`config.mk`:
```
export PLATFORM = sky130hd
export DESIGN_NAME = chc_cell
export DESIGN_NICKNAME = d
export VERILOG_FILES = /design/src/rtl/chc_pkg.sv /design/src/rtl/chc_cell.sv
export SDC_FILE = /design/constraint.sdc
export NUM_CORES = 1
export LEC_CHECK = 0
export BUFFER_PORTS_ARGS = -buffer_cell sky130_fd_sc_hd__buf_2
export CAP_MARGIN = 20
export CORE_UTILIZATION = 55
export CTS_BUF_LIST = sky130_fd_sc_hd__clkbuf_4
export DETAILED_ROUTE_END_ITERATION = 6
export PLACE_DENSITY = 0.84
export SLEW_MARGIN = 20
export SYNTH_ARGS = -nofsm -noshare
export SYNTH_HDL_FRONTEND = slang
export SYNTH_SLANG_ARGS = --single-unit
export TNS_END_PERCENT = 1
```
`constraint.sdc`:
```
create_clock -name aclk -period 3.9 [get_ports aclk]
set_input_delay 0.975 -clock aclk [delete_from_list [all_inputs] [get_ports aclk]]
set_output_delay 0.975 -clock aclk [all_outputs]
set_load 0.005 [all_outputs]
```
`src/rtl/chc_pkg.sv`:
```
package chc_pkg;

    // Sample and CORDIC datapath sizes.
    localparam int SAMPLE_WIDTH    = 16;
    localparam int DIFF_WIDTH      = SAMPLE_WIDTH + 1;
    localparam int PRESCALE_SHIFT  = 14;
    localparam int GUARD_BITS      = 3;
    localparam int CORDIC_W        = DIFF_WIDTH + PRESCALE_SHIFT + GUARD_BITS;
    localparam int ANGLE_W         = 32;
    localparam int HEADING_W       = 12;
    localparam int COUNT_W         = 12;
    localparam int CORDIC_ITERS_DEF = 16;
    localparam int ANGLE_TABLE_LEN = 24;

    // Reset value of the calibration sample count register.
    localparam logic [COUNT_W-1:0] CAL_SAMPLES_RESET = COUNT_W'(500);

    // Heading scale and the fixed answers on the axes.
    localparam logic [HEADING_W-1:0] TENTHS_PER_TURN = HEADING_W'(3600);
    localparam logic [HEADING_W-1:0] HEADING_NORTH   = HEADING_W'(0);
    localparam logic [HEADING_W-1:0] HEADING_EAST    = HEADING_W'(900);
    localparam logic [HEADING_W-1:0] HEADING_SOUTH   = HEADING_W'(1800);
    localparam logic [HEADING_W-1:0] HEADING_WEST    = HEADING_W'(2700);
    localparam logic [ANGLE_W-1:0]   HALF_TURN       = 32'h8000_0000;

    // Extrema values after a clear.
    localparam logic signed [SAMPLE_WIDTH-1:0] SAMPLE_MAX = {1'b0, {(SAMPLE_WIDTH-1){1'b1}}};
    localparam logic signed [SAMPLE_WIDTH-1:0] SAMPLE_MIN = {1'b1, {(SAMPLE_WIDTH-1){1'b0}}};

    // Request codes.
    typedef enum logic [1:0] {
        REQ_HEADING = 2'd0,
        REQ_CAL     = 2'd1,
        REQ_LOAD    = 2'd2
    } req_t;

    typedef struct packed {
        req_t                            req_type;
        logic signed [SAMPLE_WIDTH-1:0]  mag_x;
        logic signed [SAMPLE_WIDTH-1:0]  mag_y;
    } in_item_t;

    typedef struct packed {
        logic [HEADING_W-1:0]            heading_tenths;
        logic                            cal_done;
        logic signed [SAMPLE_WIDTH-1:0]  cur_offset_x;
        logic signed [SAMPLE_WIDTH-1:0]  cur_offset_y;
    } out_item_t;

    // Data handed from one CORDIC cell to the next.
    typedef struct packed {
        logic                            valid;
        logic signed [CORDIC_W-1:0]      x;
        logic signed [CORDIC_W-1:0]      y;
        logic [ANGLE_W-1:0]              z;
        logic                            fixed;
        logic [HEADING_W-1:0]            fixed_heading;
        logic                            cal_done;
        logic signed [SAMPLE_WIDTH-1:0]  off_x;
        logic signed [SAMPLE_WIDTH-1:0]  off_y;
    } cell_t;

    // Arctangent of 2^-i as a fraction of a full turn scaled by 2^32.
    function automatic logic [ANGLE_W-1:0] atan_turn(input int unsigned idx);
        logic [ANGLE_W-1:0] t;
        case (idx)
            0:  t = 32'd536870912;
            1:  t = 32'd316933406;
            2:  t = 32'd167458907;
            3:  t = 32'd85004756;
            4:  t = 32'd42667331;
            5:  t = 32'd21354465;
            6:  t = 32'd10679838;
            7:  t = 32'd5340245;
            8:  t = 32'd2670163;
            9:  t = 32'd1335087;
            10: t = 32'd667544;
            11: t = 32'd333772;
            12: t = 32'd166886;
            13: t = 32'd83443;
            14: t = 32'd41722;
            15: t = 32'd20861;
            16: t = 32'd10430;
            17: t = 32'd5215;
            18: t = 32'd2608;
            19: t = 32'd1304;
            20: t = 32'd652;
            21: t = 32'd326;
            22: t = 32'd163;
            23: t = 32'd81;
            default: t = '0;
        endcase
        return t;
    endfunction

endpackage

```
`src/rtl/chc_cell.sv`:
```
module chc_cell
    import chc_pkg::*;
#(
    parameter int SHIFT = 0
) (
    input  logic  aclk,
    input  logic  aresetn,
    input  logic  en,
    input  cell_t din,
    output cell_t dout
);

    localparam logic [ANGLE_W-1:0] STEP_ANGLE = atan_turn(SHIFT);

    cell_t cell_reg, cell_next;

    // One vectoring rotation, driving y toward zero.
    always_comb begin
        cell_next = din;
        if (din.y >= 0) begin
            cell_next.x = din.x + (din.y >>> SHIFT);
            cell_next.y = din.y - (din.x >>> SHIFT);
            cell_next.z = din.z + STEP_ANGLE;
        end else begin
            cell_next.x = din.x - (din.y >>> SHIFT);
            cell_next.y = din.y + (din.x >>> SHIFT);
            cell_next.z = din.z - STEP_ANGLE;
        end
    end

    // Only the valid flag is reset; the payload just follows the row.
    always_ff @(posedge aclk) begin
        if (!aresetn) begin
            cell_reg.valid <= 1'b0;
        end else if (en) begin
            cell_reg.valid <= cell_next.valid;
        end
        if (en) begin
            cell_reg.x             <= cell_next.x;
            cell_reg.y             <= cell_next.y;
            cell_reg.z             <= cell_next.z;
            cell_reg.fixed         <= cell_next.fixed;
            cell_reg.fixed_heading <= cell_next.fixed_heading;
            cell_reg.cal_done      <= cell_next.cal_done;
            cell_reg.off_x         <= cell_next.off_x;
            cell_reg.off_y         <= cell_next.off_y;
        end
    end

    assign dout = cell_reg;

endmodule

```
==> key figures <==
Setup path
  – Worst setup path class: in -> reg
  – Slowest cell on the critical path: nor4b_2
  – Critical path, cell by cell: buf_2 -> ha_1 -> fa_1 -> and2b_1 -> o221ai_1 -> nor4b_2 -> or2_2 -> o2111ai_2 -> a311oi_2 -> buf_4 -> nor3_1 -> a21oi_1 -> xnor2_1
  – CP max stage delay: ~0.42 ns
  – CP Data Required Time: 4.27 ns
  – Startpoint Class: input port
  – Largest fanout on the critical path: 3
  – R2R cell count: 2
  – Nature of the critical path endpoint: flop
  – Worst path arrival time: between 3 and 4 ns

Route
  – Via count: 10100
  – Routed Antenna Nets: 0
  – DR pass1 iterations: 7
  – DRT Wirelength: 34.7 mm
  – Routed wire per std cell: between 20 and 25 um
  – Initial drt markers: 1092
  – Vias per cell: 5.95
  – Post-route DRC: 0

Synth
  – Syn_area_per_cell: 9.70 sq um
  – Main combinational cell family by area after synthesis: compound AO/OA/AOI/OAI gates
  – Mapped cell area: 10400 sq um
  – Share of the synthesized area in the top cell type: 41.7%
  – Synth area leaders: edfxtp_1 42%, ha_1 12%, a21oi_1 5.8%, xnor2_1 4.6%, inv_1 3.6%
  – Count of flip-flops with a built-in enable after synthesis: 145
  – Simple-gate share of the synthesized area: 11.3%
  – Adder-Cell Fraction of Synth Area: 12.6%
  – Syn_nets: 1330
  – Synth unique cells: 78
  – Syn. warnings: 0
  – Cells after Synth: 1077
  – Compound-gate portion of the synthesized area: between 20% and 30%
  – Seq/Total Area, Yosys: between 40% and 50%
  – Synth area leader: edfxtp_1
  – Async SR Flop Fraction: 0%
  – #FFs+latches synth: 146
  – XOR/XNOR Fraction of Synth Area: 5.54%
  – Post-synth top flop: edfxtp_1
  – Post-synthesis mux area share: 1.63%

Pwr
  – Sw Pwr: about 0.0017 W
  – Peak supply drop: 0.162 mV
  – Seq pwr share: roughly 44%
  – Total power: 0.00462 W
  – Internal power consumption: 0.00294 W
  – Cell Pwr Density: 351 nW/um^2
  – Logic gate share of total power: 34.2%
  – Pleak: 6.00 nW
  – Clock network power share: 21.9%
  – Switching share of power: 36.2%

Clock tree
  – Cts hold-fix bufs: 0
  – Clk_lat worst skew: 0.59 ns
  – TritonCTS sink count: 146
  – CTS clock-pin slew for the worst setup and hold paths: roughly 0.16 ns
  – H-tree depth: 4
  – Longest Clk Path Bufs: 2
  – CTS root buf: clkbuf_4
  – Number of buffers created by CTS: 17
  – Postcts setup bufs: 0
  – CTS tree: done
  – Post-CTS resize count: 0

Run status
  – Status: finished, final reports clean

Floorplanning
  – Die Width: about 140 um
  – Die Y: roughly 140 um
  – Starting Density: 56.0%
  – Io pins: 297
  – Full die area: 19500 sq um
  – Core area: 18600 sq um
  – Site Rows: 50

STA
  – Hold WS: 0.536 ns
  – Unrepaired setup endpoints after global routing: false
  – Max Fclk: 292 MHz
  – Setup ws final: between 0.4 and 0.5 ns
  – Final Hold Vio Count: 0
  – Worst-Margin Slew: 0.826 ns
  – Headroom to the max-slew limit: between 40 and 50%
  – Tmin final: about 3.4 ns
  – Clk_skew: 0 ns
  – Final setup violation count: 0
  – Pins Over Slew Limit: 0
  – Setup TNS: 0 ns
  – Final period util: 87.8%

GRT
  – Initial antenna violation count: 2
  – GRT Util Overall: approximately a third
  – Largest net degree at the start of global routing: 74
  – Global-route wire length before repair: about 53 mm
  – Gr ovfl total: 0
  – Vias in the first global route: a little under 10000

Cells and area
  – Flip-flop count of the largest register after layout: 146
  – Final-stage net count: ~1700
  – Area Growth Syn to Fin: 25.8%
  – Final instance area: 13100 sq um
  – Share of cells above drive strength 1: 31.1%
  – # fillers: 1466
  – Most frequent cells in the layout: 295 x buf_2, 145 x edfxtp_1, 121 x a21oi_1, 109 x buf_4, 101 x inv_1
  – Commonest non-fill, non-tap cell in the layout: buf_2

Place
  – Placed Area: approximately 13000 sq um
  – GP Congestion: between 0.9 and 1
  – HPWL after DPL: 27.7 mm
  – IO Port Bufs: 296
  – Setup slack after placement: -0.0811 ns

Hold path
  – Hold WC Path Type: in -> reg
  – Cells on Worst Hold Path: 1

Run
  – Max-cap viol count: 0
## logic make-up (layout without fill, tap and decap cells)
logic type      Yosys count  after routing
compound gates          344            344
xor+xnor                 66             66
fa+ha+maj               103            103
buf+inv                 157            544
flops                   146            146
mux                      17             17
other cells               0              2
simple gates            244            244
## metal layers
layer  global-route usage (%)  vias up  routed length (um)
met1                     44.6     4714               13400
li1                         -     4642                   -
met5                        0        -                   0
met3                     5.64      114                3350
met4                     17.9        0                1580
met2                     58.2      649               16300
## power by group through the flow
stage | registers (W) | clock network, W | logic [W]
finish | 0.00203 | 0.00101 | 0.00158
global placement | 0.00206 | 0 | 0.00151
floorplan | 0.00208 | 0 | 0.000774
global route | 0.00204 | 0.00106 | 0.00169
detailed placement | 0.00207 | 0 | 0.00153
CTS | 0.00203 | 0.00101 | 0.00155
## metrics by stage
step,util [%],std cells
2_1_floorplan,-,1077
3_3_place_gp,68.8,1666
3_5_place_dp,68.8,1666
4_1_cts,70.4,1698
5_1_grt,70.5,1700
6_report,70.5,1700
## layout make-up
| class | count | area (sq um) | share of cell area [%] |
|---|---|---|---|
| diodes | 2 | 5.00 | 0.0381 |
| clock buffers | 17 | 128 | 0.972 |
| clock inverters | 15 | 181 | 1.38 |
| inverters | 106 | 398 | 3.03 |
| multi-input cells | 774 | 5430 | 41.3 |
| flip-flops and latches | 146 | 4370 | 33.3 |
| well taps | 234 | 293 | 2.23 |
| repair buffers | 406 | 2330 | 17.7 |
## synth_stat cells (16+ instances only)
cell	n
edfxtp_1	145
a21oi_1	121
inv_1	101
ha_1	99
nor2_1	87
o21ai_0	71
xnor2_1	55
nand2_1	49
nor3_1	25
a21o_1	21
clkbuf_1	20
o21bai_1	20
mux2i_1	17
buf_2	16
## worst paths after layout
check / start / end / slack [ns]
worst max-delay path: din[112] / dout[142] / 0.48
worst min-delay path: din[36] / dout[36] / 0.54
worst max register to register: dout[146] / dout[146] / 3.26
worst min register to register: dout[146] / dout[146] / 0.56
## critical path, delay by kind of cell
kind	cells	cell delay (ns)
AO/OA/AOI/OAI	4	0.95
XOR/XNOR	1	0.08
adder cells (fa/ha/maj)	2	0.61
buffers and inverters	2	0.30
AND/OR/NAND/NOR	4	0.86
Note: power is estimated with default switching activity, not from simulation.
