File: config.mk
export PLATFORM = sky130hd
export DESIGN_NAME = chc_scale
export DESIGN_NICKNAME = d
export VERILOG_FILES = /design/src/rtl/chc_pkg.sv /design/src/rtl/chc_scale.sv
export SDC_FILE = /design/constraint.sdc
export NUM_CORES = 1
export LEC_CHECK = 0
export BUFFER_PORTS_ARGS = -buffer_cell sky130_fd_sc_hd__buf_2
export CAP_MARGIN = 30
export CORE_MARGIN = 3
export CORE_UTILIZATION = 25
export CTS_CLUSTER_SIZE = 12
export DETAILED_ROUTE_END_ITERATION = 8
export GPL_TIMING_DRIVEN = 0
export PLACE_DENSITY = 0.57
export REMOVE_ABC_BUFFERS = 1
export SYNTH_ARGS = -nofsm -noshare
export SYNTH_HDL_FRONTEND = slang
export SYNTH_SLANG_ARGS = --single-unit
export TNS_END_PERCENT = 5
File: constraint.sdc
create_clock -name aclk -period 7.5 [get_ports aclk]
set_clock_uncertainty 0.15 [all_clocks]
set_input_delay 0.75 -clock aclk [delete_from_list [all_inputs] [get_ports aclk]]
set_output_delay 0.75 -clock aclk [all_outputs]
set_load 0.01 [all_outputs]
File: src/rtl/chc_pkg.sv
package chc_pkg;

    // Sample and CORDIC datapath sizes.
    localparam int SAMPLE_WIDTH    = 16;
    localparam int DIFF_WIDTH      = SAMPLE_WIDTH + 1;
    localparam int PRESCALE_SHIFT  = 14;
    localparam int GUARD_BITS      = 3;
    localparam int CORDIC_W        = DIFF_WIDTH + PRESCALE_SHIFT + GUARD_BITS;
    localparam int ANGLE_W         = 32;
    localparam int HEADING_W       = 12;
    localparam int COUNT_W         = 12;
    localparam int CORDIC_ITERS_DEF = 16;
    localparam int ANGLE_TABLE_LEN = 24;

    // Reset value of the calibration sample count register.
    localparam logic [COUNT_W-1:0] CAL_SAMPLES_RESET = COUNT_W'(500);

    // Heading scale and the fixed answers on the axes.
    localparam logic [HEADING_W-1:0] TENTHS_PER_TURN = HEADING_W'(3600);
    localparam logic [HEADING_W-1:0] HEADING_NORTH   = HEADING_W'(0);
    localparam logic [HEADING_W-1:0] HEADING_EAST    = HEADING_W'(900);
    localparam logic [HEADING_W-1:0] HEADING_SOUTH   = HEADING_W'(1800);
    localparam logic [HEADING_W-1:0] HEADING_WEST    = HEADING_W'(2700);
    localparam logic [ANGLE_W-1:0]   HALF_TURN       = 32'h8000_0000;

    // Extrema values after a clear.
    localparam logic signed [SAMPLE_WIDTH-1:0] SAMPLE_MAX = {1'b0, {(SAMPLE_WIDTH-1){1'b1}}};
    localparam logic signed [SAMPLE_WIDTH-1:0] SAMPLE_MIN = {1'b1, {(SAMPLE_WIDTH-1){1'b0}}};

    // Request codes.
    typedef enum logic [1:0] {
        REQ_HEADING = 2'd0,
        REQ_CAL     = 2'd1,
        REQ_LOAD    = 2'd2
    } req_t;

    typedef struct packed {
        req_t                            req_type;
        logic signed [SAMPLE_WIDTH-1:0]  mag_x;
        logic signed [SAMPLE_WIDTH-1:0]  mag_y;
    } in_item_t;

    typedef struct packed {
        logic [HEADING_W-1:0]            heading_tenths;
        logic                            cal_done;
        logic signed [SAMPLE_WIDTH-1:0]  cur_offset_x;
        logic signed [SAMPLE_WIDTH-1:0]  cur_offset_y;
    } out_item_t;

    // Data handed from one CORDIC cell to the next.
    typedef struct packed {
        logic                            valid;
        logic signed [CORDIC_W-1:0]      x;
        logic signed [CORDIC_W-1:0]      y;
        logic [ANGLE_W-1:0]              z;
        logic                            fixed;
        logic [HEADING_W-1:0]            fixed_heading;
        logic                            cal_done;
        logic signed [SAMPLE_WIDTH-1:0]  off_x;
        logic signed [SAMPLE_WIDTH-1:0]  off_y;
    } cell_t;

    // Arctangent of 2^-i as a fraction of a full turn scaled by 2^32.
    function automatic logic [ANGLE_W-1:0] atan_turn(input int unsigned idx);
        logic [ANGLE_W-1:0] t;
        case (idx)
            0:  t = 32'd536870912;
            1:  t = 32'd316933406;
            2:  t = 32'd167458907;
            3:  t = 32'd85004756;
            4:  t = 32'd42667331;
            5:  t = 32'd21354465;
            6:  t = 32'd10679838;
            7:  t = 32'd5340245;
            8:  t = 32'd2670163;
            9:  t = 32'd1335087;
            10: t = 32'd667544;
            11: t = 32'd333772;
            12: t = 32'd166886;
            13: t = 32'd83443;
            14: t = 32'd41722;
            15: t = 32'd20861;
            16: t = 32'd10430;
            17: t = 32'd5215;
            18: t = 32'd2608;
            19: t = 32'd1304;
            20: t = 32'd652;
            21: t = 32'd326;
            22: t = 32'd163;
            23: t = 32'd81;
            default: t = '0;
        endcase
        return t;
    endfunction

endpackage

File: src/rtl/chc_scale.sv
module chc_scale
    import chc_pkg::*;
(
    input  logic      aclk,
    input  logic      aresetn,
    input  logic      en,
    input  cell_t     din,
    output logic      out_valid,
    output out_item_t out_item
);

    localparam int PROD_W = ANGLE_W + HEADING_W;

    logic [PROD_W-1:0] product;
    out_item_t         item_reg, item_next;
    logic              valid_reg;

    // Turn fraction times 3600, keeping the integer part.
    always_comb begin
        product = PROD_W'(din.z) * PROD_W'(TENTHS_PER_TURN);
        item_next.heading_tenths = din.fixed ? din.fixed_heading
                                             : product[PROD_W-1:ANGLE_W];
        item_next.cal_done       = din.cal_done;
        item_next.cur_offset_x   = din.off_x;
        item_next.cur_offset_y   = din.off_y;
    end

    always_ff @(posedge aclk) begin
        if (!aresetn) begin
            valid_reg <= 1'b0;
        end else if (en) begin
            valid_reg <= din.valid;
        end
    end

    always_ff @(posedge aclk) begin
        if (en) begin
            item_reg <= item_next;
        end
    end

    assign out_valid = valid_reg;
    assign out_item  = item_reg;

endmodule
==> results.md, run 1 <==
- Critical Path Most Common Cell: ha_1
- WS Path Type: input pin to register
- Top-area cell type share of the netlist area: 0.2745
- I/O pins: 196
- Max-slew violation count: 0
- Prevailing post-synth register cell: edfxtp_1
- DIE AREA: 21,410 um2
- Crit-path leading delay family: adder cells
- Gr ovfl total: 0
- Largest cells by area after synthesis: edfxtp_1 27%, ha_1 27%, fa_1 22%
- Fin crit share: 0.6410
- Post-CTS sizing: 0
- Via count: 3,387
- Final Core Density: 0.3178
- Die H: 146.3 um
- Mapped Cells: 417
- PwrDens: 215.2 nW/um2
- Max-cap violation count: 0
- Total track usage: 0.09690
- FF+latch area: 1371 um2
- Required time worst endpoint: 7.38 ns
- Critical-path cell list: buf_2 -> inv_1 -> fa_1 -> inv_1 -> ha_1 -> fa_1 -> ha_1 -> ha_1 -> and3_1 -> and4_1 -> and3_1 -> a211o_1 -> a221o_1 -> a21oi_2 -> xor2_1 -> o21ai_1
- CTS root buf: clkbuf_16
- Yosys cell types: 42
- Post-route ant nets: 0
- CTS tree: yes
- Multi-input combinational cell area: 3232 um2
- Vias in the first global route: 3,531
- Post-synthesis sequential area ratio: 0.2786
- 1st-iter DRT viols: 77
- DR WL/cell: 12.29 um
- Largest net degree at the start of global routing: 47
- WP data arrival: 4.68 ns
- Nets@finish: 861
- Initial DRT Pass Iterations: 4
- Num rows: 50
- Post-DR vias/cell: 4.166
- Final HPWL DP: 9.115 mm
- First-pass GRT wire length: 17.13 mm
- CP Max Fanout: 3
- Worst Tran Pin Value: 0.3749 ns
- Cts hold-fix bufs: 0
- Crit-path slowest cell: fa_1
- TritonCTS buffer count: 5
- Post-synth EDFFs: 45
- # H-tree levels: 2
- Most frequent cells in the layout: 127 x buf_2, 106 x ha_1, 83 x inv_1
- Core area: 19,020 um2
- Worst-path clk slew: 0.06 ns
- Ys async rst share: 0
- Final Hold Viols: 0
- Synth Register Bits: 46
- Buffers & Inverters on Critical Path: 3
- Sink Count: 46
- P&R area growth vs syn: 22.78%
- Cell leakage power: 0.003150 uW
- Clk_lat worst skew: 0.27 ns
- Most common cell after layout, fill and taps aside: buf_2
- CP Capture Type: register
- RSZ-0062 raised after global routing: false
- Syn_area_per_cell: 11.80 um2
- Final setup viols: 0
- Die Wd: 146.3 um
- Routed wire length: 9.989 mm
- Share of cells above drive strength 1: 0.2486
- Critical Path Max Stage Delay: 0.54 ns
- Peak supply drop: 74.35 uV
- Setup Total Neg Slack: 0 ns
- Slew margin rel.: 0.7436
- # fillers: 2,031
- Cell taking the most area after synthesis: edfxtp_1
- Startpoint Class: input pin
- Drt drc: 0
- Initial antenna violation count: 2
- IO Port Bufs: 127
- Crit path time final: 4.808 ns
- Yosys warnings: 0
- Postcts setup bufs: 0
- Post-Syn Area: 4922 um2
- Status: complete, no violations
- Peak Freq: 208.0 MHz
- Placer Congestion: 0.7585
- Initial Util: 0.2588
- Clock buffer depth: 2
- Hold Crit Class: register to register
## worst paths after layout
kind | from | endpoint | slack [ns] | cells after the start
hold / removal | out_valid$_SDFFE_PN0P_ | out_valid$_SDFFE_PN0P_ | 0.37 | 2
setup / recovery | din[63] | out_item[42]$_DFFE_PP_ | 2.69 | 16
hold reg to reg | out_valid$_SDFFE_PN0P_ | out_valid$_SDFFE_PN0P_ | 0.37 | 2
setup reg to reg | out_valid$_SDFFE_PN0P_ | out_valid$_SDFFE_PN0P_ | 6.76 | 2
## per-stage QoR
step | hold slack (ns) | instances | area [um2] | total power [uW] | worst slack (ns)
final | 0.3729 | 813 | 6043 | 1301 | 2.692
after floorplan | 0.3883 | 415 | 4915 | 899.5 | 2.774
after detailed placement | 0.3670 | 802 | 5876 | 1106 | 2.367
after CTS | 0.3804 | 810 | 6018 | 1328 | 2.648
after global placement | 0.3511 | 802 | 5876 | 1104 | 2.374
after global routing | 0.4410 | 813 | 6043 | 1463 | 2.375
## layer usage
metal  GRT usage  part of all wire  up-vias
met5           0                 0        -
met1      0.1252              0.44     1591
li1            -                 -     1717
met2      0.1697              0.50       72
met3     0.01490             0.040        7
met4     0.02493             0.014        0
## cells by family (layout without fill, tap and decap cells)
logic type / after synthesis / count (layout) / share of synthesized area
fa+ha+maj: 161 / 161 / 0.4931
buf+inv: 85 / 219 / 0.06482
compound gates: 63 / 63 / 0.09202
simple gates: 52 / 52 / 0.05339
flops: 46 / 46 / 0.2786
xor+xnor: 9 / 9 / 0.01602
mux: 1 / 1 / 0.002034
other cells: 0 / 2 / 0
## state kept, by name (all words and copies together), names as in the netlist
signal,cells
out_valid,1
out_item,45
## cell usage after synthesis, drive strengths merged, types with 2 or more instances
cell type  instances
ha               106
inv               83
fa                55
edfxtp            45
nand2             19
a21o              14
o21ai             11
a21oi              8
xnor2              7
and3               6
nor2               6
o21a               6
nor3               5
nand3              4
o31ai              4
a2111oi            3
a211oi             3
a221oi             3
and4               3
a211o              2
and2               2
clkbuf             2
o2111ai            2
o31a               2
xor2               2
## power breakdown
part / internal (uW) / switching (uW) / total, uW / leakage (uW)
clock: 123 / 84.1 / 207 / 0.0000708
sequential: 326 / 6.25 / 332 / 0.000448
combinational: 352 / 409 / 761 / 0.00263
total: 801 / 500 / 1300 / 0.00315
## area by class of cell
type	instances	share of cell area
clock inverters	2	0.002277
repair buffers	128	0.1085
diodes	2	0.0008282
clock buffers	6	0.02133
multi-input cells	286	0.5348
flip-flops and latches	46	0.2269
inverters	83	0.05155
well taps	260	0.05383
## worst min-delay path, cell delays in order (launching register included)
cell,delay (ns)
dfxtp_1,0.32
mux2i_1,0.06
nor2b_1,0.10
(Power assumes the default switching activity.)
==> inputs of run 2 (changes only) <==
--- a/config.mk
+++ b/config.mk
@@ -12,7 +12,7 @@
 export CTS_CLUSTER_SIZE = 12
 export DETAILED_ROUTE_END_ITERATION = 8
 export GPL_TIMING_DRIVEN = 0
-export PLACE_DENSITY = 0.57
+export PLACE_DENSITY = 0.58
 export REMOVE_ABC_BUFFERS = 1
 export SYNTH_ARGS = -nofsm -noshare
 export SYNTH_HDL_FRONTEND = slang
==> constraint.sdc (replaced) <==
create_clock -name aclk -period 4 [get_ports aclk]
set_clock_uncertainty 0.15 [all_clocks]
set_input_delay 0.4 -clock aclk [delete_from_list [all_inputs] [get_ports aclk]]
set_output_delay 0.4 -clock aclk [all_outputs]
set_load 0.01 [all_outputs]
==> results.md, run 2 (synthesis gave the netlist of run 1 again) <==
- Status: finished with violations
- Violated checks: setup timing
- Critical Path Max Stage Delay: 0.56 ns (+0.02 ns)
- Worst-path clk slew: 0.07 ns (about the same)
- Fin crit share: 1.044
- Final Core Density: 0.3609 (+0.04309)
- Most frequent cells in the layout: 110 x buf_2, 59 x ha_1, 53 x inv_1
- Most common cell after layout, fill and taps aside: buf_2
- Hold Crit Class: input pin to register
- PwrDens: 453.8 nW/um2 (+110%)
- CP Capture Type: register
- Largest net degree at the start of global routing: 27 (-43%)
- Final setup viols: 5 (+5)
- Sw Ratio: 0.3759 (-0.008246)
- Total track usage: 0.1005 (+0.003615)
- Max-cap violation count: 0 (unchanged)
- Initial antenna violation count: 1 (-1)
- Cts hold-fix bufs: 0 (unchanged)
- WP data arrival: 4.05 ns (-0.63 ns)
- Critical Path Most Common Cell: ha_4
- DIE AREA: 21,410 um2 (unchanged)
- Psw: 1171 uW (+130%)
- Worst R2R Start: out_valid$_SDFFE_PN0P_
- Buffers & Inverters on Critical Path: 3 (unchanged)
- Dpl ws: -0.7941 ns (-3.161 ns)
- Clock buffer depth: 2 (unchanged)
- R2r setup slk: 3.24 ns (-3.52 ns)
- Worst Min Path Start: din[6]
- Critical-path cell list: buf_6 -> inv_4 -> fa_1 -> inv_2 -> ha_4 -> fa_2 -> ha_4 -> ha_4 -> a21o_1 -> a221oi_4 -> o21ai_2 -> a211o_1 -> a221o_1 -> a21oi_2 -> xor2_1 -> o21ai_1
- First-pass GRT wire length: 17.75 mm (+3.6%)
- Post-route ant nets: 0 (unchanged)
- P&R area growth vs syn: 39.43%
- Die H: 146.3 um (unchanged)
- Crit path time final: 4.176 ns
- R2R cell count: 2 (unchanged)
- I/O pins: 196 (unchanged)
- Worst setup startpoint: din[52]
- CTS root buf: clkbuf_16
- Final Power: 3114 uW (+140%)
- Share of cells above drive strength 1: 0.4288 (+0.1802)
- Comb pwr share: 0.649 (+0.064)
- Placer Congestion: 0.7790 (+2.7%)
- Final instance area: 6863 um2 (+14%)
- Internal power: 1944 uW (+140%)
- Nets@finish: 865 (+0.46%)
- Drt drc: 0 (unchanged)
- Worst Tran Pin Value: 0.4909 ns (+0.1161 ns)
- # H-tree levels: 2 (unchanged)
- TritonCTS buffer count: 5 (unchanged)
- CP Max Fanout: 3 (unchanged)
- Placed Instance Area: 5896 um2 (+0.34%)
- Vias in the first global route: 3,611 (+2.3%)
- PnR worst setup slack: -0.1761 ns (-2.868 ns)
- Clk_lat worst skew: 0.28 ns (about the same)
- Final HPWL DP: 9.155 mm (+0.44%)
- Gr ovfl total: 0 (unchanged)
- Cell leakage power: 0.003165 uW (+0.48%)
- Post-DR vias/cell: 4.188 (+0.51%)
- Peak Freq: 239.5 MHz
- 1st-iter DRT viols: 68 (-12%)
- Routed wire length: 10.74 mm (+7.5%)
- Slew margin rel.: 0.6727 (-0.07092)
- Die Wd: 146.3 um (unchanged)
- WHS Endpoint: out_item[6]$_DFFE_PP_
- RSZ-0062 raised after global routing: true
- Register share of total power: 0.200 (-0.055)
- Core area: 19,020 um2 (unchanged)
- Startpoint Class: input pin
- Via count: 3,417 (+0.89%)
- Clk pwr share: 0.151 (-0.008)
- Fin Hold WS: 0.1372 ns (-0.2357 ns)
- Required time worst endpoint: 3.88 ns (-3.50 ns)
- Num rows: 50 (unchanged)
- Sink Count: 46 (unchanged)
- Peak supply drop: 234.6 uV (+220%)
- Initial DRT Pass Iterations: 4 (unchanged)
- Final Hold Viols: 0 (unchanged)
- Reg2reg end: out_valid$_SDFFE_PN0P_
- DR WL/cell: 13.16 um (+7.1%)
- WS Path Type: input pin to register
- Hold-critical path depth: 1 (-1)
- Initial Util: 0.2588 (unchanged)
- Crit-path slowest cell: fa_1
- Number of flip-flops in the largest register: 45 (unchanged)
- IO Port Bufs: 127 (unchanged)
- Crit-path leading delay family: adder cells
- CTS tree: yes
- Max-slew violation count: 0 (unchanged)
==> run 2: worst max path at each step <==
stage,end,cells after the start
after floorplan,out_item[42]$_DFFE_PP_,15
after global placement,out_item[42]$_DFFE_PP_,16
after detailed placement,out_item[42]$_DFFE_PP_,16
after CTS,out_item[42]$_DFFE_PP_,16
after global routing,out_item[42]$_DFFE_PP_,16
final,out_item[42]$_DFFE_PP_,16
==> run 2: power groups by stage <==
stage / Clock, uW / Sequential (uW) / Combinational [uW]
after floorplan: 0 / 672 / 1010
after global placement: 0 / 632 / 1430
after detailed placement: 0 / 633 / 1440
after CTS: 485 / 623 / 1930
after global routing: 512 / 628 / 2290
final: 469 / 622 / 2020
==> run 2: per-stage QoR <==
step | instances | TNS, ns
2_1_floorplan | 415 | -1.812
3_3_place_gp | 802 | -6.798
3_5_place_dp | 803 | -6.871
4_1_cts | 814 | -0.4468
5_1_grt | 816 | -1.436
6_report | 816 | -0.4199
==> run 2: what timing repair did <==
action / CTS / global route
pin swaps: 62 / 35
gates resized for setup: 116 / 28
endpoints found under the setup margin: 11 / 11
setup buffers: 3 / 1
==> run 2: area by class of cell <==
class / instances / area (um2)
Antenna cell: 1 / 2.502
Clock buffer: 5 / 125.1
Clock inverter: 3 / 43.79
Fill cell: 1877 / 12160
Inverter: 83 / 346.6
Multi-Input combinational cell: 286 / 3886
Sequential cell: 46 / 1371
Tap cell: 260 / 325.3
Timing Repair Buffer: 132 / 762.0
==> run 2: routing by layer <==
layer,up-vias,global-route usage,share of wire
met5,-,0,0
met4,0,0.02117,0.013
met3,7,0.01552,0.041
met2,73,0.1841,0.51
met1,1615,0.1250,0.43
li1,1722,-,-
