===== config.mk =====
export PLATFORM = sky130hd
export DESIGN_NAME = chc_front
export DESIGN_NICKNAME = d
export VERILOG_FILES = /design/src/rtl/chc_pkg.sv /design/src/rtl/chc_front.sv
export SDC_FILE = /design/constraint.sdc
export NUM_CORES = 1
export LEC_CHECK = 0
export BUFFER_PORTS_ARGS = -buffer_cell sky130_fd_sc_hd__buf_4
export CORE_ASPECT_RATIO = 1.25
export CORE_UTILIZATION = 60
export CTS_CLUSTER_SIZE = 16
export DETAILED_ROUTE_END_ITERATION = 12
export PLACE_DENSITY = 0.81
export SLEW_MARGIN = 5
export SYNTH_ARGS = -nofsm -noshare
export SYNTH_HDL_FRONTEND = slang
export SYNTH_SLANG_ARGS = --single-unit

===== constraint.sdc =====
create_clock -name aclk -period 10.5 [get_ports aclk]
set_clock_uncertainty 0.2 [all_clocks]
set_input_delay 0.525 -clock aclk [delete_from_list [all_inputs] [get_ports aclk]]
set_output_delay 0.525 -clock aclk [all_outputs]
set_load 0.1 [all_outputs]

===== src/rtl/chc_pkg.sv =====
package chc_pkg;

    // Sample and CORDIC datapath sizes.
    localparam int SAMPLE_WIDTH    = 16;
    localparam int DIFF_WIDTH      = SAMPLE_WIDTH + 1;
    localparam int PRESCALE_SHIFT  = 14;
    localparam int GUARD_BITS      = 3;
    localparam int CORDIC_W        = DIFF_WIDTH + PRESCALE_SHIFT + GUARD_BITS;
    localparam int ANGLE_W         = 32;
    localparam int HEADING_W       = 12;
    localparam int COUNT_W         = 12;
    localparam int CORDIC_ITERS_DEF = 16;
    localparam int ANGLE_TABLE_LEN = 24;

    // Reset value of the calibration sample count register.
    localparam logic [COUNT_W-1:0] CAL_SAMPLES_RESET = COUNT_W'(500);

    // Heading scale and the fixed answers on the axes.
    localparam logic [HEADING_W-1:0] TENTHS_PER_TURN = HEADING_W'(3600);
    localparam logic [HEADING_W-1:0] HEADING_NORTH   = HEADING_W'(0);
    localparam logic [HEADING_W-1:0] HEADING_EAST    = HEADING_W'(900);
    localparam logic [HEADING_W-1:0] HEADING_SOUTH   = HEADING_W'(1800);
    localparam logic [HEADING_W-1:0] HEADING_WEST    = HEADING_W'(2700);
    localparam logic [ANGLE_W-1:0]   HALF_TURN       = 32'h8000_0000;

    // Extrema values after a clear.
    localparam logic signed [SAMPLE_WIDTH-1:0] SAMPLE_MAX = {1'b0, {(SAMPLE_WIDTH-1){1'b1}}};
    localparam logic signed [SAMPLE_WIDTH-1:0] SAMPLE_MIN = {1'b1, {(SAMPLE_WIDTH-1){1'b0}}};

    // Request codes.
    typedef enum logic [1:0] {
        REQ_HEADING = 2'd0,
        REQ_CAL     = 2'd1,
        REQ_LOAD    = 2'd2
    } req_t;

    typedef struct packed {
        req_t                            req_type;
        logic signed [SAMPLE_WIDTH-1:0]  mag_x;
        logic signed [SAMPLE_WIDTH-1:0]  mag_y;
    } in_item_t;

    typedef struct packed {
        logic [HEADING_W-1:0]            heading_tenths;
        logic                            cal_done;
        logic signed [SAMPLE_WIDTH-1:0]  cur_offset_x;
        logic signed [SAMPLE_WIDTH-1:0]  cur_offset_y;
    } out_item_t;

    // Data handed from one CORDIC cell to the next.
    typedef struct packed {
        logic                            valid;
        logic signed [CORDIC_W-1:0]      x;
        logic signed [CORDIC_W-1:0]      y;
        logic [ANGLE_W-1:0]              z;
        logic                            fixed;
        logic [HEADING_W-1:0]            fixed_heading;
        logic                            cal_done;
        logic signed [SAMPLE_WIDTH-1:0]  off_x;
        logic signed [SAMPLE_WIDTH-1:0]  off_y;
    } cell_t;

    // Arctangent of 2^-i as a fraction of a full turn scaled by 2^32.
    function automatic logic [ANGLE_W-1:0] atan_turn(input int unsigned idx);
        logic [ANGLE_W-1:0] t;
        case (idx)
            0:  t = 32'd536870912;
            1:  t = 32'd316933406;
            2:  t = 32'd167458907;
            3:  t = 32'd85004756;
            4:  t = 32'd42667331;
            5:  t = 32'd21354465;
            6:  t = 32'd10679838;
            7:  t = 32'd5340245;
            8:  t = 32'd2670163;
            9:  t = 32'd1335087;
            10: t = 32'd667544;
            11: t = 32'd333772;
            12: t = 32'd166886;
            13: t = 32'd83443;
            14: t = 32'd41722;
            15: t = 32'd20861;
            16: t = 32'd10430;
            17: t = 32'd5215;
            18: t = 32'd2608;
            19: t = 32'd1304;
            20: t = 32'd652;
            21: t = 32'd326;
            22: t = 32'd163;
            23: t = 32'd81;
            default: t = '0;
        endcase
        return t;
    endfunction

endpackage


===== src/rtl/chc_front.sv =====
module chc_front
    import chc_pkg::*;
(
    input  logic               aclk,
    input  logic               aresetn,
    input  logic               en,
    input  logic               accept,
    input  in_item_t           item,
    input  logic [COUNT_W-1:0] cal_samples,
    output cell_t              stage
);

    logic signed [SAMPLE_WIDTH-1:0] x_min_reg, x_min_next;
    logic signed [SAMPLE_WIDTH-1:0] x_max_reg, x_max_next;
    logic signed [SAMPLE_WIDTH-1:0] y_min_reg, y_min_next;
    logic signed [SAMPLE_WIDTH-1:0] y_max_reg, y_max_next;
    logic signed [SAMPLE_WIDTH-1:0] off_x_reg, off_x_next;
    logic signed [SAMPLE_WIDTH-1:0] off_y_reg, off_y_next;
    logic [COUNT_W-1:0]             count_reg, count_next;
    cell_t                          stage_reg, stage_next;

    logic signed [SAMPLE_WIDTH-1:0] upd_x_min, upd_x_max, upd_y_min, upd_y_max;
    logic signed [DIFF_WIDTH-1:0]   sum_x, sum_y;
    logic [COUNT_W-1:0]             count_inc;
    logic                           done;
    logic signed [DIFF_WIDTH-1:0]   dx, dy;
    logic signed [CORDIC_W-1:0]     px, py;

    // Extrema including this sample, and the midpoints they give.
    always_comb begin
        upd_x_min = (item.mag_x < x_min_reg) ? item.mag_x : x_min_reg;
        upd_x_max = (item.mag_x > x_max_reg) ? item.mag_x : x_max_reg;
        upd_y_min = (item.mag_y < y_min_reg) ? item.mag_y : y_min_reg;
        upd_y_max = (item.mag_y > y_max_reg) ? item.mag_y : y_max_reg;
        sum_x     = DIFF_WIDTH'(upd_x_max) + DIFF_WIDTH'(upd_x_min);
        sum_y     = DIFF_WIDTH'(upd_y_max) + DIFF_WIDTH'(upd_y_min);
        count_inc = count_reg + COUNT_W'(1);
        done      = (count_inc >= cal_samples);
    end

    // Calibration and offset state update for an accepted item.
    always_comb begin
        x_min_next = x_min_reg;
        x_max_next = x_max_reg;
        y_min_next = y_min_reg;
        y_max_next = y_max_reg;
        off_x_next = off_x_reg;
        off_y_next = off_y_reg;
        count_next = count_reg;
        if (accept) begin
            case (item.req_type)
                REQ_CAL: begin
                    if (done) begin
                        off_x_next = sum_x[DIFF_WIDTH-1:1];
                        off_y_next = sum_y[DIFF_WIDTH-1:1];
                        x_min_next = SAMPLE_MAX;
                        y_min_next = SAMPLE_MAX;
                        x_max_next = SAMPLE_MIN;
                        y_max_next = SAMPLE_MIN;
                        count_next = '0;
                    end else begin
                        x_min_next = upd_x_min;
                        x_max_next = upd_x_max;
                        y_min_next = upd_y_min;
                        y_max_next = upd_y_max;
                        count_next = count_inc;
                    end
                end
                REQ_LOAD: begin
                    off_x_next = item.mag_x;
                    off_y_next = item.mag_y;
                end
                default: begin
                end
            endcase
        end
    end

    // Offset-corrected vector, prescaled and folded into the right half plane.
    always_comb begin
        dx = DIFF_WIDTH'(item.mag_x) - DIFF_WIDTH'(off_x_reg);
        dy = DIFF_WIDTH'(item.mag_y) - DIFF_WIDTH'(off_y_reg);
        px = {{GUARD_BITS{dy[DIFF_WIDTH-1]}}, dy, {PRESCALE_SHIFT{1'b0}}};
        py = {{GUARD_BITS{dx[DIFF_WIDTH-1]}}, dx, {PRESCALE_SHIFT{1'b0}}};

        stage_next          = stage_reg;
        stage_next.valid    = accept;
        stage_next.cal_done = (item.req_type == REQ_CAL) && done;
        stage_next.off_x    = off_x_next;
        stage_next.off_y    = off_y_next;
        if (dy < 0) begin
            stage_next.x = -px;
            stage_next.y = -py;
            stage_next.z = HALF_TURN;
        end else begin
            stage_next.x = px;
            stage_next.y = py;
            stage_next.z = '0;
        end
        // Axis cases and non-heading items bypass the CORDIC result.
        stage_next.fixed         = 1'b1;
        stage_next.fixed_heading = HEADING_NORTH;
        if (item.req_type == REQ_HEADING) begin
            if (dx == 0) begin
                stage_next.fixed_heading = (dy < 0) ? HEADING_SOUTH : HEADING_NORTH;
            end else if (dy == 0) begin
                stage_next.fixed_heading = (dx > 0) ? HEADING_EAST : HEADING_WEST;
            end else begin
                stage_next.fixed = 1'b0;
            end
        end
    end

    // Control state resets; the stage payload does not.
    always_ff @(posedge aclk) begin
        if (!aresetn) begin
            x_min_reg       <= SAMPLE_MAX;
            x_max_reg       <= SAMPLE_MIN;
            y_min_reg       <= SAMPLE_MAX;
            y_max_reg       <= SAMPLE_MIN;
            off_x_reg       <= '0;
            off_y_reg       <= '0;
            count_reg       <= '0;
            stage_reg.valid <= 1'b0;
        end else begin
            x_min_reg <= x_min_next;
            x_max_reg <= x_max_next;
            y_min_reg <= y_min_next;
            y_max_reg <= y_max_next;
            off_x_reg <= off_x_next;
            off_y_reg <= off_y_next;
            count_reg <= count_next;
            if (en) begin
                stage_reg.valid <= stage_next.valid;
            end
        end
        if (en) begin
            stage_reg.x             <= stage_next.x;
            stage_reg.y             <= stage_next.y;
            stage_reg.z             <= stage_next.z;
            stage_reg.fixed         <= stage_next.fixed;
            stage_reg.fixed_heading <= stage_next.fixed_heading;
            stage_reg.cal_done      <= stage_next.cal_done;
            stage_reg.off_x         <= stage_next.off_x;
            stage_reg.off_y         <= stage_next.off_y;
        end
    end

    assign stage = stage_reg;

endmodule


==> metrics.md, run 1 <==
| Metric | Value |
|---|---|
| Dominant cell type by area after synthesis | `edfxtp_1` |
| Slew Viols, Final | `0` |
| Ant. Diodes | `0` |
| Cts hold-fix bufs | `0` |
| F_max | `173.7 MHz` |
| Detailed-route wire length | `33.94 mm` |
| Starting density of the core | `61.17%` |
| Resized Gates After CTS | `0` |
| Vias in the first global route | `10748` |
| Final setup viols | `0` |
| Main combinational cell family by area after synthesis | `compound AO/OA/AOI/OAI gates` |
| H-Tree Depth | `4` |
| CTS Buf Count | `17` |
| # port buffers | `132` |
| Setup slack, reg-to-reg | `4740 ps` |
| Clock root buffer | `clkbuf_16` |
| Layout cells sized above 1 | `10.50%` |
| Min-delay worst type | `input port to flop` |
| Initial antenna violation count | `0` |
| Worst Path Arrival | `5750 ps` |
| Area grow syn2layout | `11.13%` |
| Post-layout util | `67.98%` |
| Site row count | `61` |
| Simple-Gate Fraction of Synth Area | `18.09%` |
| Worst setup SP type | `flop` |
| Final HPWL DP | `24.74 mm` |
| Clk slew on worst S/H paths | `70 ps` |
| WL per Instance | `16.83 um` |
| Skew-Pair Late Insertion Delay | `450 ps` |
| Crit path max fanout | `33` |
| Largest net degree at the start of global routing | `110` |
| Layout fillers | `1840` |
| Register area share after synthesis | `33.85%` |
| Final GP Congestion | `0.9449` |
| Max cap viols | `0` |
| Syn Std Cell Area | `13630 um^2` |
| Netlist cell types | `67` |
| Power per cell area | `156.3 nW/um^2` |
| CP required | `10490 ps` |
| Post-CTS Setup Repair Bufs | `0` |
| Drt pass-1 iters | `7` |
| Post-synthesis adder-cell area fraction | `14.08%` |
| Leak | `0.006629 uW` |
| RSZ-0062 raised after global routing | `no` |
| Mux cell area share after synthesis | `0.2937%` |
| Synth top area share | `17.84%` |
| Number of synthesized flops with an enable pin | `81` |
| Syn Area/Cell | `8.400 um^2` |
| Hold Vio Cnt, Final | `0` |
| Post-synthesis compound-gate area fraction | `19.36%` |
| First-pass GRT wire length | `54.25 mm` |
| Yosys warns | `0` |
| CTS tree | `yes` |
| Synth Register Bits | `190` |
| Asr flop ratio synth | `0%` |
| Die width | `136.8 um` |
| Placed cell count | `1985` |
| Die area | `23330 um^2` |
| Via count | `11837` |
| Final Net Count | `1922` |
| IO Pins | `197` |
| Min cycle time layout | `5756 ps` |
| Main synth FF type | `dfxtp_1` |
| GR Util All Layers | `29.72%` |
| Die height | `170.5 um` |
| VDD IR max | `0.0001175 V` |
| Max reg flops | `82` |
| Worst slew pin tran | `991.5 ps` |
| Core area | `22290 um^2` |
| Antenna Violating Nets Remaining | `0` |
| Remaining global-route overflow | `0` |
| Main area contributors after synthesis | `edfxtp_1, dfxtp_1, ha_1` |
| CP Capture Type | `flop` |
| Post-Synthesis Cells | `1623` |
| Initial DRC count | `883` |
| Vias/cell | `5.872` |
| Tcrit/Tclk final | `54.82%` |
| Worst slew margin | `33.90%` |
| Layout Cells excl Fill | `2016` |
| XOR/XNOR Fraction of Synth Area | `5.268%` |
| Critical path class | `flop to flop` |
| Residual DRC | `0` |
| Setup TNS | `0 ps` |
| Bufs on Longest Clock Path | `2` |
| Clk sinks | `190` |
| Status | `finished, final reports clean` |
## path summary, 6_finish.rpt
kind,start,end,cells past startpoint
min,item[16],x_min_reg[0],3
min reg2reg,x_max_reg[11],x_max_reg[11],2
max,x_min_reg[8],stage[29],20
max reg2reg,x_min_reg[8],stage[29],20
## synth_stat cells, types with 25 or more instances
master and n:
clkbuf_1 57, nor2_1 70, nand2_1 228, xnor2_1 49
and2_1 45, nand3_1 40, ha_1 147, inv_1 136
nor2b_1 48, xor2_1 33, o21ai_0 137, buf_4 65
dfxtp_1 109, edfxtp_1 81, a22oi_1 33, o31ai_1 31
nor3_1 25, a21oi_1 59
## kinds of logic (layout without fill, tap and decap cells)
logic type	count (synthesis)	in the layout
multiplexers	4	4
flip-flops	190	190
adder cells (fa/ha/maj)	151	151
AO/OA/AOI/OAI	410	410
other	1	67
XOR/XNOR	82	82
AND/OR/NAND/NOR	522	522
buffers and inverters	263	307
## metrics by stage
step | power (uW) | setup slack, ps | cell area [um^2] | hold slack, ps
detailed placement | 1724 | 4555 | 14580 | 259.4
global route | 2465 | 4196 | 15150 | 175.2
finish | 2369 | 4744 | 15150 | 170.9
global placement | 1710 | 4633 | 14580 | 252.7
floorplan | 1562 | 5529 | 13880 | 241.0
CTS | 2364 | 4863 | 15150 | 164.9
## area by class of cell
type	count	area (um^2)	share of cell area, %
clock buffer	17	425.4	2.808
clock inverter	14	145.1	0.9580
inverter	137	514.2	3.394
multi-input combinational	1236	8054	53.16
sequential	190	4614	30.46
tap	283	354.1	2.337
timing repair buffer	139	1044	6.887
## critical path, cell delays in order, from the launching register on
cell and delay (ps):
dfxtp_1 310, inv_1 60, ha_1 300, a21oi_1 150, nand2_1 60, a221o_1 360
o21ai_0 220, a21o_1 780, o21ai_0 330, ha_1 410, nand3_1 110, a21boi_0 270
o21ai_0 140, a21boi_0 400, o21ai_0 180, a21oi_1 240, nor4b_1 90, nor3_1 290
xor2_1 130, a222oi_1 390, inv_1 70
## where the power goes
| part | internal, uW | switching (uW) |
|---|---|---|
| Sequential | 820 | 13.8 |
| Clock | 349 | 298 |
| Combinational | 242 | 646 |
| Total | 1410 | 958 |
## placed cells by master (no fill, tap or decap), types with 23 or more instances in the layout
master	synthesis	final
nand2_1	228	227
ha_1	147	147
buf_4	65	139
o21ai_0	137	137
inv_1	136	136
dfxtp_1	109	109
edfxtp_1	81	81
nor2_1	70	70
conb_1	1	67
a21oi_1	59	59
xnor2_1	49	49
nor2b_1	48	48
and2_1	45	45
nand3_1	40	40
xor2_1	33	33
a22oi_1	33	33
o31ai_1	31	31
nor3_1	25	25
a21o_1	23	23
a21boi_0	23	23
## routing by layer
| metal | vias up | wire length [um] | track usage, % |
|---|---|---|---|
| li1 | 5756 | - | - |
| met1 | 5502 | 14460 | 40.16 |
| met2 | 520 | 16020 | 47.96 |
| met3 | 59 | 2668 | 4.652 |
| met4 | 0 | 787 | 10.51 |
| met5 | - | 0 | 0 |
No activity file was read; power rests on OpenSTA's default activity.
==> inputs of run 2 (changes only) <==
- CORE_UTILIZATION: 60 -> 53
- PLACE_DENSITY: 0.81 -> 0.76
- clock period: 10.5 -> 5.2 ns (I/O delays scaled with it)
==> run 2 against run 1 <==
Net effect:
- maximum frequency increased by 16%
- utilization fell by 6.6 points
- critical endpoint is now stage[12]
- final cell count increased by 4.0%
- register-to-register slack worse by 4500 ps
==> metrics.md, run 2 (synthesized netlist as in run 1, its figures left out) <==
| Metric | Value |
|---|---|
| Finished Cell Area | `15530 um^2 (+2.5%)` |
| Crit path max-delay family | `compound AO/OA/AOI/OAI gates` |
| WL per Instance | `15.90 um (-5.6%)` |
| Remaining global-route overflow | `0 (unchanged)` |
| Layout Cells excl Fill | `2097 (+4.0%)` |
| Min cycle time layout | `4980 ps (-775.9 ps)` |
| Worst setup SP type | `flop` |
| Worst slew margin | `32.52% (-1.4 points)` |
| GR Util All Layers | `25.45% (-4.3 points)` |
| CP required | `5190 ps (-5300 ps)` |
| VDD IR max | `0.0002149 V (+83%)` |
| Antenna Violating Nets Remaining | `0 (unchanged)` |
| Gr busiest metal | `met2` |
| Core area | `25290 um^2 (+13%)` |
| Clk sinks | `190 (unchanged)` |
| Worst path cell trace | `inv_1, ha_1, a21o_1, a21o_1, o31a_1, or4_1, o211a_2, buf_4, o21ai_0, ha_1, a21oi_1, o21ai_0, a21o_1, a21o_1, a21oi_1, o21ai_1, a21oi_1, xnor2_1, a222oi_1, inv_1` |
| Clock root buffer | `clkbuf_16` |
| Place WS | `61.09 ps (-4494 ps)` |
| Detailed-route wire length | `33.34 mm (-1.8%)` |
| Final Net Count | `1950 (+1.5%)` |
| Bufs on Longest Clock Path | `2 (unchanged)` |
| CP Capture Type | `flop` |
| Tcrit/Tclk final | `95.77% (+41 points)` |
| Die width | `145.5 um (+6.3%)` |
| F_max | `200.8 MHz (+16%)` |
| Site row count | `65 (+6.6%)` |
| Area grow syn2layout | `13.92%` |
| Clk slew on worst S/H paths | `70 ps (about the same)` |
| Post-layout util | `61.40% (-6.6 points)` |
| Met3 Use GR | `3.763% (-0.89 points)` |
| Setup slack after layout | `220.2 ps (-4524 ps)` |
| Worst path bufs/invs | `3 (+1)` |
| Layout cells sized above 1 | `12.15% (+1.6 points)` |
| Global-route met2 utilization | `43.02% (-4.9 points)` |
| IO Pins | `197 (unchanged)` |
| Max reg flops | `82 (unchanged)` |
| Worst slew pin tran | `1012 ps (+20.73 ps)` |
| Die area | `26370 um^2 (+13%)` |
| Status | `finished, final reports clean` |
| Final HPWL DP | `25.30 mm (+2.3%)` |
| GR met1 Demand/Resource | `33.34% (-6.8 points)` |
| DP Area | `14820 um^2 (+1.6%)` |
| Starting density of the core | `53.90% (-7.3 points)` |
| Power per cell area | `316.0 nW/um^2 (+100%)` |
| Hold Vio Cnt, Final | `0 (unchanged)` |
| Ant. Diodes | `0 (unchanged)` |
| Initial antenna violation count | `0 (unchanged)` |
| Placed cell count | `2060 (+3.8%)` |
| Critical Path Max Stage Delay | `470 ps (-310 ps)` |
| Vias/cell | `5.571 (-5.1%)` |
| Crit-path slowest cell | `or4_1` |
| H-Tree Depth | `4 (unchanged)` |
| Skew-Pair Late Insertion Delay | `450 ps (about the same)` |
| Final setup viols | `0 (unchanged)` |
| Max cap viols | `0 (unchanged)` |
| Die height | `181.3 um (+6.3%)` |
| Min-delay worst type | `input port to flop` |
| Via count | `11682 (-1.3%)` |
| # port buffers | `132 (unchanged)` |
| Most frequent cells in the layout | `nand2_1, buf_4, ha_1, inv_1, o21ai_0` |
| Top cell by count, worst path | `a21o_1` |
| CTS tree | `yes` |
| Most common cell after layout, fill and taps aside | `nand2_1` |
| Worst Path Arrival | `4970 ps (-780 ps)` |
| Final GP Congestion | `0.9161 (-3.0%)` |
| Slew Viols, Final | `0 (unchanged)` |
| Crit path max fanout | `24 (-27%)` |
| Vias in the first global route | `10726 (-0.20%)` |
| CTS Buf Count | `17 (unchanged)` |
| Residual DRC | `0 (unchanged)` |
| Leak | `0.006796 uW (+2.5%)` |
| Drt pass-1 iters | `5 (-2)` |
| Initial DRC count | `953 (+7.9%)` |
| Critical path class | `flop to flop` |
| Largest net degree at the start of global routing | `110 (unchanged)` |
| First-pass GRT wire length | `53.73 mm (-0.95%)` |
-- run 2: through the flow --
| step | total power, uW | TNS, ps | hold slack [ps] |
|---|---|---|---|
| 5_1_grt | 5120 | -21.36 | 26.98 |
| 2_1_floorplan | 3155 | 0 | 172.5 |
| 4_1_cts | 4907 | 0 | 4.091 |
| 3_5_place_dp | 3506 | 0 | 260.0 |
| 3_3_place_gp | 3484 | 0 | 252.0 |
| 6_report | 4908 | 0 | 11.13 |
-- run 2: report_power, final --
group	internal, uW	switching, uW
registers	1650	27.7
clock network	777	628
logic	520	1300
total	2950	1960
-- run 2: worst paths after layout --
path	startpoint	depth (start not counted)	slack, ps	endpoint
setup / recovery	y_max_reg[7]	20	220	stage[12]
setup reg to reg	y_max_reg[7]	20	220	stage[12]
hold / removal	item[12]	3	10	off_y_reg[12]
hold reg to reg	x_max_reg[7]	2	270	x_max_reg[7]
-- run 2: final cells by class --
class,instances,area [um^2]
Inverter,137,514.2
Clock inverter,14,196.4
Timing Repair Buffer,167,1267
Sequential cell,190,4614
Clock buffer,18,429.2
Tap cell,335,419.2
Multi-Input combinational cell,1236,8090
Fill cell,2184,9762
-- run 2: timing repair --
| action | in CTS | in global routing |
|---|---|---|
| buffers inserted | 0 | 1 |
| hold buffers | 4 | 0 |
| endpoints found under the hold margin | 6 | 0 |
| gates resized for setup | 0 | 19 |
| setup endpoints to repair | 0 | 19 |
-- run 2: per-layer routing --
layer  wire length, um  vias up  part of all wire (%)
met4               651        0                   2.0
met5                 0        -                     0
li1                  -     5813                     -
met3              2195       46                   6.6
met1             14750     5409                    44
met2             15740      414                    47
-- run 2: worst min-delay path, cell delays in order --
cell,delay [ps]
buf_4,140
a222oi_1,120
nor2b_1,110
==> inputs of run 3 (changes only) <==
- RECOVER_POWER: unset -> 25
==> run 3 against run 2 <==
Net effect:
- sequential share of layout area rose by 0.50 points
- final cell count did not move
- register-to-register slack barely moved
- count of clock-buffer cells in the layout did not move
- critical path depth did not move
- maximum frequency fell by 0.11%
- highest routed layer unchanged
- non-clock buffer count did not move
- utilization fell by 1.0 points
- cell area fell by 1.7%
- setup slack got worse by 5.3 ps
- first-iteration DRC count fell by 4.3%
==> metrics.md, run 3 (synthesized netlist as in run 1, its figures left out) <==
| Metric | Value |
|---|---|
| Worst setup SP type | `flop` |
| Worst R2R End | `stage[12]` |
| Register share of total power | `34.6% (+0.3 points)` |
| Ant. Diodes | `0 (unchanged)` |
| CTS tree | `yes` |
| Die width | `145.5 um (unchanged)` |
| WL per Instance | `15.97 um (+0.44%)` |
| Worst Min Path Start | `item[12]` |
| Critical path class | `flop to flop` |
| Setup slack, reg-to-reg | `210 ps (about the same)` |
| Drt pass-1 iters | `5 (unchanged)` |
| Min-delay worst type | `input port to flop` |
| Clock power share | `28.9% (+0.3 points)` |
| Min cycle time layout | `4985 ps (+5.318 ps)` |
| F_max | `200.6 MHz (-0.11%)` |
| CTS Buf Count | `17 (unchanged)` |
| VDD IR max | `0.0002147 V (-0.10%)` |
| Slew Viols, Final | `0 (unchanged)` |
| # port buffers | `132 (unchanged)` |
| Layout fillers | `2277 (+4.3%)` |
| CP required | `5190 ps (about the same)` |
| Final Net Count | `1950 (unchanged)` |
| Max cap viols | `0 (unchanged)` |
| CP Capture Type | `flop` |
| Bufs on Longest Clock Path | `2 (unchanged)` |
| Clock root buffer | `clkbuf_16` |
| Starting density of the core | `53.90% (unchanged)` |
| Register Area | `4614 um^2 (unchanged)` |
| Worst Path Arrival | `4970 ps (about the same)` |
| Final HPWL DP | `25.30 mm (unchanged)` |
| Initial antenna violation count | `0 (unchanged)` |
| Residual DRC | `0 (unchanged)` |
| Max reg flops | `82 (unchanged)` |
| Hold Vio Cnt, Final | `0 (unchanged)` |
| GR Util All Layers | `25.45% (unchanged)` |
| Core area | `25290 um^2 (unchanged)` |
| Most common cell after layout, fill and taps aside | `nand2_1` |
| Initial DRC count | `912 (-4.3%)` |
| Worst slew margin | `20.68% (-12 points)` |
| Most frequent cells in the layout | `nand2_1, ha_1, inv_1, o21ai_0, dfxtp_1` |
| Detailed-route wire length | `33.48 mm (+0.44%)` |
| First-pass GRT wire length | `53.73 mm (unchanged)` |
| Fin Hold WS | `11.38 ps (+0.2496 ps)` |
| Die area | `26370 um^2 (unchanged)` |
| Site row count | `65 (unchanged)` |
| Clk sinks | `190 (unchanged)` |
| Area grow syn2layout | `12.02%` |
| Layout Cells excl Fill | `2097 (unchanged)` |
| Largest net degree at the start of global routing | `110 (unchanged)` |
| Antenna Violating Nets Remaining | `0 (unchanged)` |
| Placed cell count | `2060 (unchanged)` |
| Skew-Pair Late Insertion Delay | `450 ps (about the same)` |
| Leak | `0.006540 uW (-3.8%)` |
| Remaining global-route overflow | `0 (unchanged)` |
| H-Tree Depth | `4 (unchanged)` |
| RR Startpoint | `y_max_reg[7]` |
| Via count | `11660 (-0.19%)` |
| Hold Path Cell Cnt | `3 (unchanged)` |
| Final GP Congestion | `0.9161 (unchanged)` |
| Layout cells sized above 1 | `8.229% (-3.9 points)` |
| Hold worst-path end | `off_y_reg[12]` |
| Power per cell area | `318.4 nW/um^2 (+0.75%)` |
| P_int | `2906 uW (-1.5%)` |
| Multi-input gate area | `8090 um^2 (unchanged)` |
| Switch Pwr | `1957 uW (about the same)` |
| Status | `finished, final reports clean` |
| Die height | `181.3 um (unchanged)` |
| Vias in the first global route | `10726 (unchanged)` |
| Crit path max fanout | `24 (unchanged)` |
| Final setup viols | `0 (unchanged)` |
| R2R depth | `20 (unchanged)` |
| IO Pins | `197 (unchanged)` |
| Setup crit start | `y_max_reg[7]` |
| Net Sw Frac | `40.24% (+0.38 points)` |
| Clk slew on worst S/H paths | `70 ps (about the same)` |
| Worst slew pin tran | `1195 ps (+182.7 ps)` |
| Tcrit/Tclk final | `95.87% (+0.10 points)` |
| Combinational share of power | `36.5% (-0.6 points)` |
| Vias/cell | `5.560 (-0.19%)` |
## run 3: timing repair
action,CTS,global route
setup endpoints to repair,0,19
hold buffers,4,0
hold endpoints to repair,6,0
setup buffers,0,1
gates resized for setup,0,19
## run 3: how the worst max path moves through the flow
stage               slack, ps             to  depth (start not counted)
CTS                        70      stage[29]                         24
floorplan                 420      stage[29]                         21
finish                    210      stage[12]                         20
global route              -20  off_y_reg[13]                         21
global placement          130      stage[29]                         22
detailed placement         60      stage[29]                         21
## run 3: area by class of cell
type | count | share of cell area, %
Clock buffer | 18 | 2.810
Clock inverter | 14 | 1.286
Inverter | 137 | 3.367
Multi-Input combinational cell | 1236 | 52.97
Sequential cell | 190 | 30.21
Tap cell | 335 | 2.745
Timing Repair Buffer | 167 | 6.603
## run 3: layer usage
metal	global-route usage, %	part of all wire (%)	up-vias
met5	0	0	-
met3	3.763	7.0	40
li1	-	-	5815
met1	33.34	44	5386
met2	43.02	47	419
met4	8.084	1.8	0
## run 3: critical path, stage by stage, from the launching register on
cell and delay (ps):
dfxtp_1 330, inv_1 50, ha_1 290, a21o_1 190
a21o_1 180, o31a_1 310, or4_1 470, o211a_2 220
buf_4 230, o21ai_0 240, ha_1 340, a21oi_1 200
o21ai_0 130, a21o_1 190, a21o_1 170, a21oi_1 140
o21ai_1 90, a21oi_1 180, xnor2_1 110, a222oi_1 380
inv_1 70
## run 3: power groups by stage
stage / Combinational [uW] / Clock, uW / Sequential (uW)
after global placement: 1770 / 0 / 1720
final: 1780 / 1400 / 1680
after global routing: 1910 / 1480 / 1690
after CTS: 1800 / 1420 / 1680
after floorplan: 1010 / 0 / 2150
after detailed placement: 1790 / 0 / 1720
## run 3: through the flow
stage | TNS (ps) | worst slack (ps) | power, uW | utilization, % | cell area, um^2
5_1_grt | -21.36 | -21.28 | 5073 | 60.38 | 15270
3_5_place_dp | 0 | 61.09 | 3506 | 58.59 | 14820
3_3_place_gp | 0 | 128.1 | 3484 | 58.59 | 14820
2_1_floorplan | 0 | 417.2 | 3155 | - | 13880
6_report | 0 | 214.9 | 4863 | 60.38 | 15270
4_1_cts | 0 | 69.05 | 4907 | 61.22 | 15480
